===== config.mk =====
export PLATFORM = sky130hd
export DESIGN_NAME = circular_touch_zone_hit_table
export DESIGN_NICKNAME = d
export VERILOG_FILES = /design/src/sv/ctz_pkg.sv /design/src/sv/ctz_ram.sv /design/src/sv/ctz_dist.sv /design/src/sv/circular_touch_zone_hit_table.sv
export SDC_FILE = /design/constraint.sdc
export NUM_CORES = 2
export LEC_CHECK = 0
export BUFFER_PORTS_ARGS = -buffer_cell sky130_fd_sc_hd__buf_4
export CAP_MARGIN = 10
export CORE_ASPECT_RATIO = 0.6
export CORE_MARGIN = 4
export CORE_UTILIZATION = 43
export CTS_BUF_LIST = sky130_fd_sc_hd__clkbuf_8
export DETAILED_ROUTE_END_ITERATION = 16
export GPL_TIMING_DRIVEN = 0
export PLACE_DENSITY = 0.61
export SYNTH_ARGS = -nofsm -noshare
export SYNTH_HDL_FRONTEND = slang
export SYNTH_SLANG_ARGS = --single-unit

===== constraint.sdc =====
create_clock -name clk -period 9.3 [get_ports clk]
set_clock_uncertainty 0.2 [all_clocks]
set_input_delay 1.86 -clock clk [delete_from_list [all_inputs] [get_ports clk]]
set_output_delay 1.86 -clock clk [all_outputs]
set_load 0.005 [all_outputs]

===== src/sv/ctz_pkg.sv =====
// Package for the circular touch zone hit table.
// Holds sizes, the zone entry layout, operation codes, sequencer states and helpers.
// Used by ctz_dist and circular_touch_zone_hit_table.
package ctz_pkg;

    localparam int MAX_ZONES     = 16;
    localparam int COORD_BITS    = 12;

    localparam int IN_COORD_BITS = 12;
    localparam int RAD_BITS      = 12;
    localparam int TAG_BITS      = 16;
    localparam int MODE_BITS     = 3;
    localparam int ZI_BITS       = 4;

    localparam int IDX_BITS  = (MAX_ZONES > 1) ? $clog2(MAX_ZONES) : 1;
    localparam int CNT_BITS  = $clog2(MAX_ZONES + 1);
    localparam int MAXW_BITS = (COORD_BITS > RAD_BITS) ? COORD_BITS : RAD_BITS;
    localparam int SQ_BITS   = 2 * MAXW_BITS + 1;

    typedef logic [COORD_BITS-1:0] coord_t;
    typedef logic [IDX_BITS-1:0]   zidx_t;
    typedef logic [CNT_BITS-1:0]   zcnt_t;

    typedef struct packed {
        logic                en;
        logic [TAG_BITS-1:0] tag;
        logic [RAD_BITS-1:0] radius;
        coord_t              cy;
        coord_t              cx;
    } zone_entry_t;

    localparam int ENTRY_BITS = $bits(zone_entry_t);

    typedef enum logic [MODE_BITS-1:0] {
        MODE_ADD     = 3'd0,
        MODE_CLEAR   = 3'd1,
        MODE_ENABLE  = 3'd2,
        MODE_PRESS   = 3'd3,
        MODE_RELEASE = 3'd4
    } mode_t;

    typedef enum logic [1:0] {
        S_IDLE,
        S_SCAN,
        S_DONE
    } state_t;

    typedef struct packed {
        logic        valid;
        zidx_t       idx;
        zone_entry_t entry;
    } probe_t;

    typedef struct packed {
        logic                valid;
        logic                hit;
        logic [TAG_BITS-1:0] tag;
        zidx_t               idx;
    } verdict_t;

    function automatic coord_t to_coord(input logic [IN_COORD_BITS-1:0] v);
        logic [COORD_BITS+IN_COORD_BITS-1:0] w;
        w = (COORD_BITS + IN_COORD_BITS)'(v);
        return w[COORD_BITS-1:0];
    endfunction

    function automatic logic [ZI_BITS-1:0] to_zone_index(input zidx_t v);
        logic [IDX_BITS+ZI_BITS-1:0] w;
        w = (IDX_BITS + ZI_BITS)'(v);
        return w[ZI_BITS-1:0];
    endfunction

endpackage


===== src/sv/ctz_ram.sv =====
// Generic single-port-write, single-port-read RAM with registered read data.
// No dependencies.
module ctz_ram #(
    parameter int WIDTH = 8,
    parameter int DEPTH = 16
) (
    input  logic                                      clk,
    input  logic                                      we,
    input  logic [((DEPTH > 1) ? $clog2(DEPTH) : 1)-1:0] waddr,
    input  logic [WIDTH-1:0]                          wdata,
    input  logic [((DEPTH > 1) ? $clog2(DEPTH) : 1)-1:0] raddr,
    output logic [WIDTH-1:0]                          rdata
);

    logic [WIDTH-1:0] mem [DEPTH];

    always_ff @(posedge clk)
    begin
        if (we)
        begin
            mem[waddr] <= wdata;
        end
        rdata <= mem[raddr];
    end

endmodule


===== src/sv/ctz_dist.sv =====
// Two-stage squared-distance test of a point against one zone per cycle.
// Depends on ctz_pkg.
module ctz_dist (
    input  logic              clk,
    input  logic              rst_n,
    input  logic              flush,
    input  ctz_pkg::probe_t   probe,
    input  ctz_pkg::coord_t   px,
    input  ctz_pkg::coord_t   py,
    output ctz_pkg::verdict_t verdict,
    output logic              busy
);
    import ctz_pkg::*;

    logic                        v1_reg, v2_reg;
    coord_t                      dx1_reg, dy1_reg;
    logic [RAD_BITS-1:0]         r1_reg;
    logic [TAG_BITS-1:0]         tag1_reg, tag2_reg;
    zidx_t                       idx1_reg, idx2_reg;
    logic [2*COORD_BITS-1:0]     dxsq_reg, dysq_reg;
    logic [2*RAD_BITS-1:0]       rsq_reg;

    coord_t                      dx_next, dy_next;
    logic [2*COORD_BITS-1:0]     dxsq_next, dysq_next;
    logic [2*RAD_BITS-1:0]       rsq_next;
    logic [SQ_BITS-1:0]          sum;

    always_comb
    begin
        dx_next = (px >= probe.entry.cx) ? px - probe.entry.cx : probe.entry.cx - px;
        dy_next = (py >= probe.entry.cy) ? py - probe.entry.cy : probe.entry.cy - py;
        dxsq_next = dx1_reg * dx1_reg;
        dysq_next = dy1_reg * dy1_reg;
        rsq_next  = r1_reg * r1_reg;
        sum = SQ_BITS'(dxsq_reg) + SQ_BITS'(dysq_reg);
    end

    always_ff @(posedge clk or negedge rst_n)
    begin
        if (!rst_n)
        begin
            v1_reg <= 1'b0;
            v2_reg <= 1'b0;
        end
        else
        begin
            v1_reg <= probe.valid && !flush;
            v2_reg <= v1_reg && !flush;
        end
    end

    always_ff @(posedge clk)
    begin
        dx1_reg  <= dx_next;
        dy1_reg  <= dy_next;
        r1_reg   <= probe.entry.radius;
        tag1_reg <= probe.entry.tag;
        idx1_reg <= probe.idx;
        dxsq_reg <= dxsq_next;
        dysq_reg <= dysq_next;
        rsq_reg  <= rsq_next;
        tag2_reg <= tag1_reg;
        idx2_reg <= idx1_reg;
    end

    assign verdict.valid = v2_reg;
    assign verdict.hit   = sum <= SQ_BITS'(rsq_reg);
    assign verdict.tag   = tag2_reg;
    assign verdict.idx   = idx2_reg;
    assign busy          = v1_reg || v2_reg;

endmodule


===== src/sv/circular_touch_zone_hit_table.sv =====
// Top level of the circular touch zone hit table.
// Depends on ctz_pkg, ctz_ram and ctz_dist.
//
// Input channel (in_valid/in_ready) takes one operation per transfer: add,
// clear, enable by tag, press or release. Output channel (out_valid/out_ready)
// returns exactly one result per operation, in order.
// Zones live in one RAM with a registered read. Press, release and
// enable walk the zones through that read port, one zone per cycle; the
// distance test behind it is a two-stage squaring pipeline.
// Add, clear, unused modes and a release with nothing held go straight to the
// result; enable walks every zone, press stops at its first hit, and a release
// with a held zone tests only that zone.
// One operation is in flight at a time; in_ready is high whenever the
// sequencer is idle, even while a finished result still waits in the output
// register. If the receiver stalls, the result holds and the next operation
// runs up to its final step, then waits for the output register to free.
// Reset empties the table and drops the hold; zone RAM contents are not
// cleared, since only entries below the zone count are ever read.
module circular_touch_zone_hit_table (
    input  logic                           clk,
    input  logic                           rst_n,
    input  logic                           in_valid,
    output logic                           in_ready,
    input  logic [ctz_pkg::MODE_BITS-1:0]     mode,
    input  logic [ctz_pkg::IN_COORD_BITS-1:0] point_x,
    input  logic [ctz_pkg::IN_COORD_BITS-1:0] point_y,
    input  logic [ctz_pkg::RAD_BITS-1:0]      zone_radius,
    input  logic [ctz_pkg::TAG_BITS-1:0]      zone_tag,
    input  logic                           enable_value,
    output logic                           out_valid,
    input  logic                           out_ready,
    output logic                           hit,
    output logic                           fire,
    output logic [ctz_pkg::TAG_BITS-1:0]      fired_tag,
    output logic [ctz_pkg::ZI_BITS-1:0]       zone_index,
    output logic                           table_full
);
    import ctz_pkg::*;

    state_t              state_reg, state_next;
    zcnt_t               count_reg, count_next;
    logic                held_valid_reg, held_valid_next;
    zidx_t               held_idx_reg, held_idx_next;
    zcnt_t               scan_idx_reg, scan_idx_next;
    zcnt_t               scan_end_reg, scan_end_next;
    logic                rd_valid_reg, rd_valid_next;
    zidx_t               rd_idx_reg, rd_idx_next;
    logic                out_valid_reg, out_valid_next;

    mode_t               op_reg, op_next;
    coord_t              px_reg, px_next;
    coord_t              py_reg, py_next;
    logic [TAG_BITS-1:0] tag_reg, tag_next;
    logic                en_val_reg, en_val_next;

    logic                res_hit_reg, res_hit_next;
    logic                res_fire_reg, res_fire_next;
    logic [TAG_BITS-1:0] res_tag_reg, res_tag_next;
    logic [ZI_BITS-1:0]  res_idx_reg, res_idx_next;
    logic                res_full_reg, res_full_next;

    logic                hit_reg, hit_next;
    logic                fire_reg, fire_next;
    logic [TAG_BITS-1:0] ftag_reg, ftag_next;
    logic [ZI_BITS-1:0]  zidx_reg, zidx_next;
    logic                full_reg, full_next;

    logic                accept;
    logic                issue;
    logic                found;
    logic                scan_over;
    logic                out_free;
    mode_t               mode_in;

    logic                ram_we;
    zidx_t               ram_waddr;
    zone_entry_t         ram_wdata;
    zidx_t               ram_raddr;
    logic [ENTRY_BITS-1:0] ram_rdata_raw;
    zone_entry_t         ram_rdata;

    probe_t              probe;
    verdict_t            verdict;
    logic                dist_busy;

    ctz_ram #(
        .WIDTH (ENTRY_BITS),
        .DEPTH (MAX_ZONES)
    ) u_zone_ram (
        .clk   (clk),
        .we    (ram_we),
        .waddr (ram_waddr),
        .wdata (ram_wdata),
        .raddr (ram_raddr),
        .rdata (ram_rdata_raw)
    );

    assign ram_rdata = zone_entry_t'(ram_rdata_raw);

    ctz_dist u_dist (
        .clk     (clk),
        .rst_n   (rst_n),
        .flush   (found),
        .probe   (probe),
        .px      (px_reg),
        .py      (py_reg),
        .verdict (verdict),
        .busy    (dist_busy)
    );

    assign in_ready = (state_reg == S_IDLE);
    assign accept   = in_valid && in_ready;
    assign mode_in  = mode_t'(mode);
    assign out_free = !out_valid_reg || out_ready;

    assign issue = (state_reg == S_SCAN) && (scan_idx_reg < scan_end_reg) && !found;
    assign ram_raddr = scan_idx_reg[IDX_BITS-1:0];

    assign found = (state_reg == S_SCAN) && verdict.valid && verdict.hit;
    assign scan_over = (scan_idx_reg == scan_end_reg) && !rd_valid_reg && !dist_busy;

    always_comb
    begin
        probe.valid = (state_reg == S_SCAN) && rd_valid_reg &&
                      ((op_reg == MODE_RELEASE) ||
                       ((op_reg == MODE_PRESS) && ram_rdata.en));
        probe.idx   = rd_idx_reg;
        probe.entry = ram_rdata;
    end

    always_comb
    begin
        state_next      = state_reg;
        count_next      = count_reg;
        held_valid_next = held_valid_reg;
        held_idx_next   = held_idx_reg;
        scan_idx_next   = scan_idx_reg;
        scan_end_next   = scan_end_reg;
        rd_valid_next   = issue;
        rd_idx_next     = issue ? scan_idx_reg[IDX_BITS-1:0] : rd_idx_reg;
        out_valid_next  = out_valid_reg;

        op_next     = op_reg;
        px_next     = px_reg;
        py_next     = py_reg;
        tag_next    = tag_reg;
        en_val_next = en_val_reg;

        res_hit_next  = res_hit_reg;
        res_fire_next = res_fire_reg;
        res_tag_next  = res_tag_reg;
        res_idx_next  = res_idx_reg;
        res_full_next = res_full_reg;

        hit_next  = hit_reg;
        fire_next = fire_reg;
        ftag_next = ftag_reg;
        zidx_next = zidx_reg;
        full_next = full_reg;

        ram_we    = 1'b0;
        ram_waddr = count_reg[IDX_BITS-1:0];
        ram_wdata = '0;

        if (issue)
        begin
            scan_idx_next = scan_idx_reg + CNT_BITS'(1);
        end

        if (out_valid_reg && out_ready)
        begin
            out_valid_next = 1'b0;
        end

        case (state_reg)
            S_IDLE:
            begin
                if (accept)
                begin
                    op_next       = mode_in;
                    px_next       = to_coord(point_x);
                    py_next       = to_coord(point_y);
                    tag_next      = zone_tag;
                    en_val_next   = enable_value;
                    res_hit_next  = 1'b0;
                    res_fire_next = 1'b0;
                    res_tag_next  = '0;
                    res_idx_next  = '0;
                    res_full_next = 1'b0;
                    state_next    = S_DONE;
                    case (mode_in)
                        MODE_ADD:
                        begin
                            if (count_reg >= CNT_BITS'(MAX_ZONES))
                            begin
                                res_full_next = 1'b1;
                            end
                            else
                            begin
                                ram_we           = 1'b1;
                                ram_wdata.en     = 1'b1;
                                ram_wdata.tag    = zone_tag;
                                ram_wdata.radius = zone_radius;
                                ram_wdata.cy     = to_coord(point_y);
                                ram_wdata.cx     = to_coord(point_x);
                                res_idx_next     = to_zone_index(count_reg[IDX_BITS-1:0]);
                                count_next       = count_reg + CNT_BITS'(1);
                            end
                        end
                        MODE_CLEAR:
                        begin
                            count_next      = '0;
                            held_valid_next = 1'b0;
                            held_idx_next   = '0;
                        end
                        MODE_ENABLE, MODE_PRESS:
                        begin
                            scan_idx_next = '0;
                            scan_end_next = count_reg;
                            state_next    = S_SCAN;
                        end
                        MODE_RELEASE:
                        begin
                            held_valid_next = 1'b0;
                            held_idx_next   = '0;
                            if (held_valid_reg)
                            begin
                                scan_idx_next = CNT_BITS'(held_idx_reg);
                                scan_end_next = CNT_BITS'(held_idx_reg) + CNT_BITS'(1);
                                state_next    = S_SCAN;
                            end
                        end
                        default:
                        begin
                            state_next = S_DONE;
                        end
                    endcase
                end
            end
            S_SCAN:
            begin
                if ((op_reg == MODE_ENABLE) && rd_valid_reg && (ram_rdata.tag == tag_reg))
                begin
                    ram_we       = 1'b1;
                    ram_waddr    = rd_idx_reg;
                    ram_wdata    = ram_rdata;
                    ram_wdata.en = en_val_reg;
                end
                if (found)
                begin
                    res_tag_next = verdict.tag;
                    res_idx_next = to_zone_index(verdict.idx);
                    if (op_reg == MODE_PRESS)
                    begin
                        res_hit_next    = 1'b1;
                        held_valid_next = 1'b1;
                        held_idx_next   = verdict.idx;
                    end
                    else
                    begin
                        res_fire_next = 1'b1;
                    end
                    state_next = S_DONE;
                end
                else if (scan_over)
                begin
                    state_next = S_DONE;
                end
            end
            S_DONE:
            begin
                if (out_free)
                begin
                    hit_next       = res_hit_reg;
                    fire_next      = res_fire_reg;
                    ftag_next      = res_tag_reg;
                    zidx_next      = res_idx_reg;
                    full_next      = res_full_reg;
                    out_valid_next = 1'b1;
                    state_next     = S_IDLE;
                end
            end
            default:
            begin
                state_next = S_IDLE;
            end
        endcase
    end

    always_ff @(posedge clk or negedge rst_n)
    begin
        if (!rst_n)
        begin
            state_reg      <= S_IDLE;
            count_reg      <= '0;
            held_valid_reg <= 1'b0;
            held_idx_reg   <= '0;
            scan_idx_reg   <= '0;
            scan_end_reg   <= '0;
            rd_valid_reg   <= 1'b0;
            rd_idx_reg     <= '0;
            out_valid_reg  <= 1'b0;
            op_reg         <= MODE_ADD;
        end
        else
        begin
            state_reg      <= state_next;
            count_reg      <= count_next;
            held_valid_reg <= held_valid_next;
            held_idx_reg   <= held_idx_next;
            scan_idx_reg   <= scan_idx_next;
            scan_end_reg   <= scan_end_next;
            rd_valid_reg   <= rd_valid_next;
            rd_idx_reg     <= rd_idx_next;
            out_valid_reg  <= out_valid_next;
            op_reg         <= op_next;
        end
    end

    always_ff @(posedge clk)
    begin
        px_reg       <= px_next;
        py_reg       <= py_next;
        tag_reg      <= tag_next;
        en_val_reg   <= en_val_next;
        res_hit_reg  <= res_hit_next;
        res_fire_reg <= res_fire_next;
        res_tag_reg  <= res_tag_next;
        res_idx_reg  <= res_idx_next;
        res_full_reg <= res_full_next;
        hit_reg      <= hit_next;
        fire_reg     <= fire_next;
        ftag_reg     <= ftag_next;
        zidx_reg     <= zidx_next;
        full_reg     <= full_next;
    end

    assign out_valid  = out_valid_reg;
    assign hit        = hit_reg;
    assign fire       = fire_reg;
    assign fired_tag  = ftag_reg;
    assign zone_index = zidx_reg;
    assign table_full = full_reg;

    a_held_in_table: assert property (@(posedge clk) disable iff (!rst_n)
        held_valid_reg |-> (CNT_BITS'(held_idx_reg) < count_reg))
        else $error("held zone lies outside the table");

    a_count_bound: assert property (@(posedge clk) disable iff (!rst_n)
        count_reg <= CNT_BITS'(MAX_ZONES))
        else $error("zone count exceeds table size");

    a_idle_pipe_empty: assert property (@(posedge clk) disable iff (!rst_n)
        (state_reg == S_IDLE) |-> !dist_busy)
        else $error("distance pipeline busy while idle");

    a_enable_write_in_table: assert property (@(posedge clk) disable iff (!rst_n)
        (ram_we && (state_reg == S_SCAN)) |-> (CNT_BITS'(rd_idx_reg) < count_reg))
        else $error("enable write beyond zone count");

    a_result_follows_done: assert property (@(posedge clk) disable iff (!rst_n)
        ((state_reg == S_DONE) && out_free) |=> (out_valid_reg && (state_reg == S_IDLE)))
        else $error("result not loaded on leaving done state");

endmodule


# After elaboration in Yosys (flattened, before gate mapping)
# Memories as Yosys holds them, arrays and structs flattened. A register that Yosys moved wholly into a read port is not among the register bits.
# Cells that the tools add are included.
[totals] inputBits=60 ram_bits=848 mem_count=1 out_inout_bits=25 register_bits=268 word_cells=170
[op_classes] reduce_logical=38 muxes=59 n_lt_le_gt_ge=5 mul=3 eq_ne=20 add_sub_neg=8
[mem_list] name="u_zone_ram.mem" depth=16 width=53 rd=1 rd_ports_with_merged_regs=1 wr=1 line_no="ctz_ram.sv:15" rtl="logic [WIDTH-1:0] mem [DEPTH];"
[op_table] operator="53-bit two-way mux" count=4
[op_table] operator="53-bit case mux with 2 select lines" count=1
[op_table] operator="12-bit by 12-bit multiplier with 24-bit output" count=3
[op_table] operator="12-bit subtractor" count=4
[op_table] operator="4-bit two-way mux" count=10
[op_table] operator="16-bit two-way mux" count=2
[op_table] operator="16-bit case mux with 2 select lines" count=1
[op_table] operator="5-bit two-way mux" count=6
[op_table] operator="5-bit case mux with 2 select lines" count=3
[op_table] operator="24-bit by 24-bit adder with 25-bit output" count=1
[op_table] operator="25-bit by 24-bit less-or-equal comparator with 1-bit output" count=1
[op_table] operator="12-bit greater-or-equal comparator" count=2
[op_table] operator="12-bit two-way mux" count=2
[op_table] operator="1-bit two-way mux" count=17
[op_table] operator="16-bit == test" count=1
[op_table] operator="4-bit case mux with 2 select lines" count=2
[op_table] operator="4-bit AND reduction" count=4
[op_table] operator="1-bit logical AND" count=15
[op_table] operator="3-bit by 2-bit == test with 1-bit output, second input constant" count=4
[op_table] operator="5-bit by 1-bit adder with 5-bit output, second input constant" count=2
[op_table] operator="2-bit two-way mux" count=5
[op_table] operator="2-bit != test, second input constant" count=5
[op_table] operator="1-bit case mux with 2 select lines" count=4
[op_table] operator="3-bit == test, second input constant" count=2
[op_table] operator="20 further kinds" count=32

# Logic depth before layout (Yosys ltp)
[depth] word_depth=10 depth_mapped=22 ltp_nobuf=21

# By module
# From an unflattened synthesis, not the netlist that was laid out.
[hier_totals] hier_cells=3779 area_unflattened_um2=56386.6
[by_module_without_submodules] mod="ctz_ram" seq_area_each_um2=26525.4 area_per_inst_um2=32806.5 n_inst=1 cells_each=1370
[by_module_without_submodules] mod="ctz_dist" seq_area_each_um2=2952.8 area_per_inst_um2=18372.6 n_inst=1 cells_each=2033
[by_module_without_submodules] mod="circular_touch_zone_hit_table" seq_area_each_um2=3388.2 area_per_inst_um2=5207.5 n_inst=1 cells_each=376

# Least setup slack after synthesis
# OpenSTA, ideal clock, no wires.
[synth_path] kind="in2reg" start="input port in_valid" end="memory u_zone_ram.mem[5][0] (netlist name), enable pin" arrival_ns=7.024 setup_time_ns=0.546 stages=5 required_time_ns=8.554 path_slack_ns=1.530 n_path_buf=0 cell_sequence="nand2_1 -> or3_1 -> nor3_1 -> nand3_1 -> o32ai_1"
[synth_via] elab_chain_cells=5
[synth_lines] element="from (decl)" line_no="circular_touch_zone_hit_table.sv:22" rtl="input logic in_valid,"
[synth_lines] element="1-bit logical AND" line_no="circular_touch_zone_hit_table.sv:112" rtl="assign accept = in_valid && in_ready;"
[synth_lines] element="1-bit two-way mux" line_no="circular_touch_zone_hit_table.sv:178" rtl="if (accept)"
[synth_lines] element="1-bit case mux with 2 select lines" line_no="circular_touch_zone_hit_table.sv:175" rtl="case (state_reg)"
[synth_lines] element="1-bit two-way mux" line_no="ctz_ram.sv:19" rtl="if (we)"
[synth_lines] element="1-bit two-way mux (not written as such)" line_no="ctz_ram.sv:21" rtl="mem[waddr] <= wdata;"
[synth_lines] element="to (decl)" line_no="ctz_ram.sv:15"
# No other way between the ends.

# Worst setup path after layout
[layout_path] start="register u_dist.dx1_reg[4]" end="register u_dist.dxsq_reg[23]"
[layout_via] elab_chain_cells=1
[layout_lines] element="from (decl)" line_no="ctz_dist.sv:16" rtl="coord_t dx1_reg, dy1_reg;"
[layout_lines] element="from (signal assigned)" line_no="ctz_dist.sv:54" rtl="dx1_reg <= dx_next;"
[layout_lines] element="12-bit by 12-bit multiplier with 24-bit output" line_no="ctz_dist.sv:32" rtl="dxsq_next = dx1_reg * dx1_reg;"
[layout_lines] element="net u_dist.dxsq_next[23]" line_no="ctz_dist.sv:24" rtl="logic [2*COORD_BITS-1:0] dxsq_next, dysq_next;"
[layout_lines] element="to (signal assigned)" line_no="ctz_dist.sv:59" rtl="dxsq_reg <= dxsq_next;"
[layout_lines] element="to (decl)" line_no="ctz_dist.sv:20" rtl="logic [2*COORD_BITS-1:0] dxsq_reg, dysq_reg;"
# The timed path passes the listed nets, and every way through them passes these cells.
# A chain may end at the register's enable or synchronous reset.

==> metrics.txt <==
Residual DRC 0; post-CTS setup repair buffer count 0; Yosys reg bits 1,166; die area 137,000 um^2; # rows 102; Post-Syn Nets 4,188; Iteration-0 DRC Markers 3,634; clock buffer count from CTS 163; Post-Synthesis Cells 3,613; Post-synth ARST share 2.83%; share of layout cells above drive strength 1 roughly 17%; Final setup viols 0; vias per cell 5.44; max-cap viol count 0; Layout Utilization 49.6%; status finished, final reports clean; Largest regs u_zone_ram.mem (848), u_zone_ram.rdata (53); worst-margin pin slew between 1000 and 1500 ps; global route overflow 0; final slew viol count 0; number of H-tree levels 4; Starting Density 43.5%; Worst R2R Start u_dist.dx1_reg[4]$_DFF_P_; max reg flops 848; CTS Hold Buffers Added 0; GP Congestion between 0.8 and 0.9; DRT Pass-1 Iters 5; Synth cell types 81; critical path launch point type register; Worst Path Max Fanout 10; DIE WIDTH 475 um; synthesized area 56,200 um^2; critical path class register to register; worst r2r dst u_dist.dxsq_reg[23]$_DFF_P_; RSZ-0062 raised after global routing false; clock tree buffer depth 3; Max Fclk 142 MHz; EDFF count, synth ~940; arrival time at the worst endpoint 7520 ps; flop-to-flop setup slack 2250 ps; Hold Path End u_dist.tag2_reg[8]$_DFF_P_; global-route wire length before repair between 200,000 and 250,000 um; cells resized by post-CTS repair 0; IO Pins 85; Slew HR ~17%; vias in the first global route 32,200; Post-DP HPWL between 100,000 and 150,000 um; CTS Sinks 1,166; vias after detailed routing between 30,000 and 40,000; Most used DFF post-synth edfxtp_1; Biggest register u_zone_ram.mem; cell count after placement 5,473; mean post-synth cell area 15.6 um^2; TNS Setup 0 ps; Yosys warning total 0; largest net degree at the start of global routing 34; ANT nets after route 0; DR WL/cell 24.2 um; critical path data required time 9770 ps; Post-Layout Cell Count just under 6,000; final WL 140,000 um; clk_lat worst skew 870 ps; Layout area overhead 14.0%; Root Buffer clkbuf_8; Final min period 7050 ps; hold path startpoint u_dist.tag1_reg[8]$_DFF_P_; Tot GR Track Use roughly a fifth; R2R depth 20; Hold Crit Depth 0; fin crit share 75.8%; Fin. Hold Viols 0; Seq/Total Area, Yosys approximately three fifths; Port Buffers 84; CTS clk-pin slew, worst paths 70 ps; Net count, final 4,501; Crit. End Element register; initial antenna violation count 8; CTS tree built; Die Y just under 300 um; Core Area ~130,000 um^2; Min-Delay Path Class register to register
stage by stage:
| stage | instance area [um^2] | setup WS [ps] | hold WS, ps |
|---|---|---|---|
| 6_report | 64100 | 2250 | 121 |
| 3_3_place_gp | 59000 | -6490 | 112 |
| 2_1_floorplan | 56200 | 1530 | 110 |
| 3_5_place_dp | 60600 | 2400 | 112 |
| 5_1_grt | 64100 | 1750 | 127 |
| 4_1_cts | 64100 | 2330 | 126 |
worst max-delay path by stage:
stage,slack (ps),startpoint,cells after the start,to
after global placement,-6490,in_valid,6,u_zone_ram.mem[6][29]$_DFFE_PP_
after floorplan,1530,in_valid,5,u_zone_ram.mem[5][0]$_DFFE_PP_
after detailed placement,2400,u_dist.dx1_reg[4]$_DFF_P_,20,u_dist.dxsq_reg[23]$_DFF_P_
final,2250,u_dist.dx1_reg[4]$_DFF_P_,20,u_dist.dxsq_reg[23]$_DFF_P_
after CTS,2330,u_dist.dx1_reg[4]$_DFF_P_,20,u_dist.dxsq_reg[23]$_DFF_P_
after global routing,1750,u_dist.dx1_reg[4]$_DFF_P_,20,u_dist.dxsq_reg[23]$_DFF_P_
cell usage after synthesis, types with 4 or more instances:
| library cell | n | area (um^2) |
|---|---|---|
| a211o_1 | 6 | 52.6 |
| a211oi_1 | 15 | 113 |
| a21o_1 | 44 | 330 |
| a21oi_1 | 112 | 561 |
| a22o_1 | 63 | 552 |
| a31oi_1 | 4 | 25.0 |
| a41oi_1 | 4 | 35.0 |
| and2_1 | 147 | 920 |
| and3_1 | 7 | 43.8 |
| and4_1 | 4 | 35.0 |
| buf_1 | 20 | 75.1 |
| buf_2 | 6 | 30.0 |
| clkbuf_1 | 101 | 379 |
| dfrtp_1 | 33 | 826 |
| dfxtp_1 | 198 | 3960 |
| edfxtp_1 | 935 | 28100 |
| fa_1 | 239 | 4780 |
| ha_1 | 276 | 3450 |
| inv_1 | 423 | 1590 |
| mux2_2 | 9 | 101 |
| mux2i_1 | 12 | 120 |
| mux4_2 | 265 | 5970 |
| nand2_1 | 139 | 522 |
| nand2b_1 | 21 | 131 |
| nand3_1 | 30 | 150 |
| nand3b_1 | 6 | 45.0 |
| nand4_1 | 14 | 87.6 |
| nand4b_1 | 4 | 35.0 |
| nor2_1 | 87 | 327 |
| nor2b_1 | 30 | 188 |
| nor3_1 | 31 | 155 |
| nor3b_1 | 4 | 30.0 |
| nor4_1 | 7 | 43.8 |
| o211ai_1 | 6 | 45.0 |
| o21a_1 | 18 | 135 |
| o21ai_0 | 56 | 280 |
| o21bai_1 | 7 | 52.6 |
| o22ai_1 | 6 | 37.5 |
| or2_2 | 10 | 62.6 |
| or3_1 | 11 | 68.8 |
| xnor2_1 | 88 | 771 |
| xor2_1 | 42 | 368 |
per-layer routing:
layer / vias to the layer above / part of all wire [%] / GRT usage (%)
met2: 1221 / 41 / 28.7
li1: 13900 / - / -
met4: 4 / 1.8 / 5.24
met3: 160 / 7.8 / 3.99
met1: 16100 / 49 / 34.0
met5: - / 0.019 / 0
worst max-delay path: stages, from the launching register on:
cell	delay (ps)
dfxtp_1	400
clkbuf_1	510
inv_1	170
nor2_1	300
fa_1	490
inv_1	100
fa_1	440
fa_1	550
inv_1	50
fa_1	490
fa_1	420
ha_1	250
or3_1	440
a211o_1	320
a211oi_1	450
o31ai_1	200
nor4_1	200
nor3_1	120
a21o_1	190
a21oi_1	170
xor2_1	400
logic make-up after synthesis:
group	after synthesis	share of synthesized area [%]
adders and majority gates	515	14.7
and+or+nand+nor	558	5.16
buffers and inverters	553	3.72
xor gates and xnor gates	130	2.02
muxes	286	11.0
DFF	1166	58.4
AOI/OAI and AO/OA	405	4.98
cell type report:
cell class	count	area, um^2
diodes	3	7.51
clock buffers	198	2730
flip-flops and latches	1166	32900
well taps	1716	2150
repair buffers	148	2050
clock inverters	103	736
plain buffers	129	503
inverters	424	1590
fillers	10900	65300
multi-input cells	1894	21500
layout by cell type, fill, tap and decap left out, types with 12 or more instances in the layout:
cell / Yosys / routed
o21ai_0: 56 / 54
edfxtp_1: 935 / 935
mux4_2: 265 / 265
clkbuf_8: 0 / 198
buf_4: 1 / 85
buf_1: 20 / 20
nor3_1: 31 / 29
o21a_1: 18 / 18
xor2_1: 42 / 42
buf_16: 0 / 28
dfxtp_1: 198 / 198
nand2_1: 139 / 139
nand2b_1: 21 / 21
a22o_1: 63 / 63
clkinv_2: 0 / 13
a21oi_1: 112 / 101
and2_1: 147 / 147
a211oi_1: 15 / 15
nor2b_1: 30 / 30
buf_12: 0 / 24
nand3_1: 30 / 30
nor2_1: 87 / 87
inv_1: 423 / 472
ha_1: 276 / 276
a21o_1: 44 / 44
nand4_1: 14 / 14
xnor2_1: 88 / 88
clkbuf_1: 101 / 101
mux2i_1: 12 / 12
fa_1: 239 / 239
dfrtp_1: 33 / 33
clkinv_1: 1 / 17
Power is left out: the tool's default activity adds up to more than one toggle a clock period on the data nets, which glitch-free logic cannot reach.
